**src/hw/rtl/mdw_pkg.sv**
```systemverilog
// Shared types and constants for the maximum-sum distinct-window block.
// Used by the controller, the datapath and the top level; depends on nothing.
`timescale 1ns / 1ps
`default_nettype none

package mdw_pkg;

    localparam int SUM_BITS     = 21;
    localparam int OUT_SUM_BITS = 20;
    localparam int LEN_BITS     = 11;

    typedef struct packed {
        logic accept;
        logic clear;
        logic evict;
        logic append;
        logic finish;
    } cmd_t;

    typedef struct packed {
        logic present;
        logic match;
        logic count_zero;
        logic count_one;
        logic clear_last;
        logic out_busy;
        logic last;
    } status_t;

endpackage

`default_nettype wire

```
**src/hw/rtl/mdw_ctrl.sv**
```systemverilog
// Controller state machine: sequences clearing, eviction, append and drain.
// Depends on mdw_pkg for the command and status structs.
`timescale 1ns / 1ps
`default_nettype none

module mdw_ctrl (
    input  wire logic            clk,
    input  wire logic            rst_n,
    input  wire logic            in_valid,
    output logic                 in_ready,
    input  wire mdw_pkg::status_t status,
    output mdw_pkg::cmd_t        cmd
);

    localparam logic [2:0] ST_CLEAR       = 3'd0;
    localparam logic [2:0] ST_IDLE        = 3'd1;
    localparam logic [2:0] ST_CHECK       = 3'd2;
    localparam logic [2:0] ST_EVICT       = 3'd3;
    localparam logic [2:0] ST_APPEND      = 3'd4;
    localparam logic [2:0] ST_DRAIN_START = 3'd5;
    localparam logic [2:0] ST_DRAIN       = 3'd6;

    logic [2:0] state_reg;
    logic [2:0] state_next;

    assign in_ready = (state_reg == ST_IDLE);

    always_comb
    begin
        state_next = state_reg;
        cmd        = '0;
        unique case (state_reg)
            ST_CLEAR:
            begin
                cmd.clear = 1'b1;
                if (status.clear_last)
                begin
                    state_next = ST_IDLE;
                end
            end
            ST_IDLE:
            begin
                if (in_valid)
                begin
                    cmd.accept = 1'b1;
                    state_next = ST_CHECK;
                end
            end
            ST_CHECK:
            begin
                if (status.present && !status.count_zero)
                begin
                    state_next = ST_EVICT;
                end
                else
                begin
                    state_next = ST_APPEND;
                end
            end
            ST_EVICT:
            begin
                cmd.evict = 1'b1;
                if (status.match || status.count_one)
                begin
                    state_next = ST_APPEND;
                end
            end
            ST_APPEND:
            begin
                if (!status.out_busy)
                begin
                    cmd.append = 1'b1;
                    state_next = status.last ? ST_DRAIN_START : ST_IDLE;
                end
            end
            ST_DRAIN_START:
            begin
                if (status.count_zero)
                begin
                    cmd.finish = 1'b1;
                    state_next = ST_IDLE;
                end
                else
                begin
                    state_next = ST_DRAIN;
                end
            end
            ST_DRAIN:
            begin
                cmd.evict = 1'b1;
                if (status.count_one)
                begin
                    cmd.finish = 1'b1;
                    state_next = ST_IDLE;
                end
            end
            default:
            begin
                state_next = ST_CLEAR;
            end
        endcase
    end

    always_ff @(posedge clk or negedge rst_n)
    begin
        if (!rst_n)
        begin
            state_reg <= ST_CLEAR;
        end
        else
        begin
            state_reg <= state_next;
        end
    end

endmodule

`default_nettype wire

```
**config.mk**
```make
export PLATFORM = sky130hd
export DESIGN_NAME = mdw_ctrl
export DESIGN_NICKNAME = d
export VERILOG_FILES = /design/src/hw/rtl/mdw_pkg.sv /design/src/hw/rtl/mdw_ctrl.sv
export SDC_FILE = /design/constraint.sdc
export NUM_CORES = 1
export LEC_CHECK = 0
export BUFFER_PORTS_ARGS = -buffer_cell sky130_fd_sc_hd__buf_4
export CAP_MARGIN = 15
export CORE_AREA = 5 5 42 44
export DETAILED_ROUTE_END_ITERATION = 12
export DIE_AREA = 0 0 47 49
export PLACE_DENSITY_LB_ADDON = 0.05
export SLEW_MARGIN = 20
export SYNTH_ARGS = -nofsm -noshare
export SYNTH_HDL_FRONTEND = slang
export SYNTH_SLANG_ARGS = --single-unit
```
**constraint.sdc**
```tcl
create_clock -name clk -period 2.25 [get_ports clk]
set_input_delay 0 -clock clk [delete_from_list [all_inputs] [get_ports clk]]
set_output_delay 0 -clock clk [all_outputs]
set_load 0.01 [all_outputs]
```
# Word-level counts from Yosys, hierarchy flattened
# Cells that the tools add are included.
# Widths: inputs -> output; s select.
totals:
  register_bits: 3
  latch_bits: 0
  ram_bits: 0
  rom_bits: 0
  in_bits: 10
  output_inout_bits: 6
  wordCells: 36
  memories: 0
op_classes:
  add_sub_neg: 0
  multipliers: 0
  div_mod_pow: 0
  n_lt_le_gt_ge: 0
  n_eq_ne: 11
  shifts: 0
  n_mux: 18
  n_bitwise: 0
  reduce_logical: 6
ops:
  columns: ["op", "count"]
  rows:
  - ["$mux 3", 8]
  - ["$pmux 3 s7", 1]
  - ["$ne 2x2->1 const B", 5]
  - ["$eq 3x3->1 const B", 3]
  - ["$mux 1", 8]
  - ["$eq 3x2->1 const B", 2]
  - ["$reduce_and 5->1", 1]
  - ["$eq 3x1->1 const B", 1]
  - ["$logic_not 3->1", 1]
  - ["$pmux 1 s2", 1]
  - ["$reduce_or 2->1", 1]
  - ["$logic_and 1x1->1", 1]
  - ["$logic_not 1->1", 1]
  - ["$logic_or 1x1->1", 1]

# Longest topological paths before layout
logic_depth:
  depth_word: 4
  ltp_mapped: 5
  ltp_nobuf: 4

# Worst setup path before layout
# No wires, ideal clock.
synth_path:
  path_type: "register to register"
  start: "reg state_reg[2]"
  end: "reg state_reg[0]"
  setup_ns: 0.125
  arrival_ns: 1.251
  t_required_ns: 2.125
  slack_ns: 0.874
  stages_incl_launch_ff: 6
  path_buffers: 1
  period_less_slack_ns: 1.376
  cell_sequence: "dfrtp_1 buf_6 nor2_2 nor2_1 o31ai_2 mux2_4"
synth_between:
  elab_chain_len: 3
  elab_cells_between_ends: 14
  cone_classes: "11 x eq/ne; 1 x mux; 2 x reduce/logical"
synth_rtl:
  columns: ["item", "line", "rtl"]
  rows:
  - ["start: declaration", "mdw_ctrl.sv:23", "logic [2:0] state_reg;"]
  - ["start signal: assignment", "mdw_ctrl.sv:112", "state_reg <= state_next;"]
  - ["$eq 3x2->1, or another cell as far along", "mdw_ctrl.sv:32", "unique case (state_reg)"]
  - ["$ne 2x2->1 (no source line)", null, null]
  - ["$reduce_and 5->1 (no source line)", null, null]
# Several ways; a longest one is shown, not always the timed one.
# A chain may end at the register's enable or synchronous reset.

# Final worst setup path
# Same ends and word-level chain as after synthesis.

==> out/metrics.csv <==
stage;metric;value;unit
cts;cts-root-buf;clkbuf_4;
placed_design;dp_hpwl;695.4;um
cts;cts.sinks;3;
logic_synthesis;synth.top_cells.by_count;nor2_1, a21oi_1, dfrtp_1, nor2b_1, o21ai_0;
die;die_h;49;um
cts;cts_tree;done;
setup_path;rr_endpoint;state_reg[0];
routing;drc;0;
setup_path;worstPathRequired;2370;ps
power_and_ir_drop;seqPwrFrac;0.265;
global_routing;grt_pass1_wl;1.676;mm
routing;avgViaCountPerCell;5.013;
run_status;status;finished, final reports clean;
global_routing;antenna_found_initial;0;
setup_path;rr_worst_depth;4;
die;fp.dieW;47;um
logic_synthesis;synth_cell_types;28;
cells_and_area;fillCellCount;167;
placed_design;gp_congestion;0.7523;
cells_and_area;largest_reg_flops;3;
routing;ant_nets;0;
sta;timing.final.crit_share;0.6853;
logic_synthesis;syn_inst;42;
logic_synthesis;synth-seq-area-share;0.2299;
logic_synthesis;synth_most_common_cell;nor2_1;
routing;vias;376;
die;start_util;0.2330;
routing;drt_wl_total;884;um
logic_synthesis;yosys_register_bits;3;
die;core_area;1401;um^2
sta;layout_min_cycle_time;1542;ps
sta;maxSlewHeadroom;0.7312;
setup_path;r2r-start;state_reg[2];
routing;drtPass1Iterations;2;
sta;hold_ws;81.67;ps
logic_synthesis;synth_top_area_share;0.2299;
setup_path;arrival;1660;ps
logic_synthesis;synth_edf_count;0;
logic_synthesis;synthArstFlopShare;1.000;
cts;numCtsBuffers;3;
power_and_ir_drop;p_int;0.0003339;W
logic_synthesis;syn_area_per_cell;7.775;um^2
cells_and_area;antennaDiodeCount;0;
setup_path;worst-path-max-fanout;13;
global_routing;gr-total-overflow;0;
sta;max_freq;0.6485;GHz
global_routing;track_usage;0.09661;
logic_synthesis;ys.flop_type;dfrtp_1;
cts;htreeDepth;1;
power_and_ir_drop;p_switching;0.0002656;W
logic_synthesis;syn-num-nets;52;
sta;finalSetupTns;0;ps
die;dieArea;2303;um^2
placed_design;numPortBuffers;15;
sta;setup_viol;0;
logic_synthesis;synth_top_area_cell;dfrtp_1;
worst_hold_path;hold_end;state_reg[1];
sta;skew;0.1093;ps
power_and_ir_drop;cellPowerDensity;1268;nW/um^2
setup_path;r2r_setup_slack;710;ps
job;cap_viol_max_count;0;
die;ioPinCount;16;
worst_hold_path;hp-class;input port to flop;
cells_and_area;layout.nets;70;
sta;worst_pin_slew;403.1;ps
power_and_ir_drop;switching_share;0.4431;
cts;clk_latency;230;ps
power_and_ir_drop;leakage;0.2107;nW
setup_path;end_kind;flop;
cts;postCtsSetupBuffers;0;
global_routing;grt_pass1_vias;377;
sta;rsz0062_at_grt;false;
cells_and_area;area_growth;44.83;%
logic_synthesis;yosys-top-cells-area;dfrtp_1, a21oi_1, nor2_1, nor2b_1, o21ai_0;
power_and_ir_drop;pwr-share-clk;0.161;
power_and_ir_drop;combPwrFrac;0.574;
cts;clockBufferDepth;2;
sta;drv_slew;0;
routing;avgRoutedWirePerCell;11.79;um
setup_path;crit_type;flop to flop;
worst_hold_path;holdPathStages;4;
die;row_count;14;
logic_synthesis;synth_warnings;0;
sta;hold_viol_final;0;
cells_and_area;drive_gt1_frac;0.4068;
routing;first_iter_violations;4;
logic_synthesis;synth_area;326.6;um^2
cts;clk_pin_slew;40;ps
setup_path;cp-start-kind;flop;
global_routing;grt_max_degree;15;
worst_hold_path;hp-start;status[3];
power_and_ir_drop;ir_drop;371.1;uV
through the flow:
step / utilization / setup slack (ps) / total power, W / instances / instance area [um^2]
floorplan: - / 874.1 / 0.0004137 / 42 / 326.6
global placement: 0.3116 / 736.8 / 0.0005035 / 70 / 436.7
detailed placement: 0.3116 / 697.8 / 0.0005087 / 70 / 436.7
CTS: 0.3375 / 688.0 / 0.0006127 / 75 / 473.0
global route: 0.3375 / 603.7 / 0.0006627 / 75 / 473.0
finish: 0.3375 / 708.0 / 0.0005996 / 75 / 473.0
worst max-delay path by stage:
| stage | startpoint | endpoint | slack, ps | cells past startpoint |
|---|---|---|---|---|
| after CTS | state_reg[2] | state_reg[0] | 690 | 4 |
| after global placement | state_reg[2] | state_reg[0] | 740 | 4 |
| after floorplan | state_reg[2] | state_reg[0] | 870 | 5 |
| after global routing | state_reg[2] | state_reg[0] | 600 | 4 |
| final | state_reg[2] | state_reg[0] | 710 | 4 |
| after detailed placement | state_reg[2] | state_reg[0] | 700 | 4 |
layout make-up:
type / instances / area (um^2) / area share
inverter: 2 / 7.507 / 0.01587
sequential: 3 / 75.07 / 0.1587
timing repair buffer: 16 / 122.6 / 0.2593
tap: 16 / 20.02 / 0.04233
multi-input combinational: 34 / 221.5 / 0.4683
clock buffer: 4 / 26.28 / 0.05556
critical path, cell delays in order, from the launching register on:
cell and delay, ps:
dfrtp_1 500, nor2_1 180, a211oi_2 70, o31ai_2 340, mux2_4 330
logic make-up (layout without fill, tap and decap cells):
family / Yosys count / after routing / share of synthesized area
AND/OR/NAND/NOR: 18 / 18 / 0.3066
multiplexers: 2 / 2 / 0.07662
buffers and inverters: 5 / 22 / 0.09193
flip-flops: 3 / 3 / 0.2299
AO/OA/AOI/OAI: 14 / 14 / 0.2950
routing by layer:
metal,vias up,GRT usage,share of wire
li1,185,-,-
met1,174,0.1302,0.44
met2,14,0.1290,0.46
met3,3,0.04428,0.078
met4,0,0.04147,0.015
met5,-,0,0
placed cells by master (no fill, tap or decap), types with 2 or more instances in the layout:
| master | Yosys | routed |
|---|---|---|
| dfrtp_1 | 3 | 3 |
| buf_4 | 1 | 15 |
| nor3_1 | 2 | 2 |
| clkbuf_4 | 0 | 3 |
| a21oi_1 | 4 | 4 |
| o21ai_0 | 3 | 3 |
| nor2_1 | 5 | 5 |
| nor2b_1 | 3 | 3 |
power by group through the flow:
| stage | Combinational (W) | Sequential [W] | Clock, W |
|---|---|---|---|
| after floorplan | 0.000316 | 0.0000981 | 0 |
| after global placement | 0.000344 | 0.000159 | 0 |
| after detailed placement | 0.000348 | 0.000161 | 0 |
| after CTS | 0.000352 | 0.000161 | 0.000100 |
| after global routing | 0.000388 | 0.000171 | 0.000104 |
| final | 0.000344 | 0.000159 | 0.0000967 |
timing repair:
item / 4_1_cts / 5_1_grt
hold endpoints to repair: 3 / 0
setup endpoints to repair: 0 / 0
gates resized for setup: 0 / 0
hold buffers: 1 / 0
Note: power is estimated with default switching activity, not from simulation.
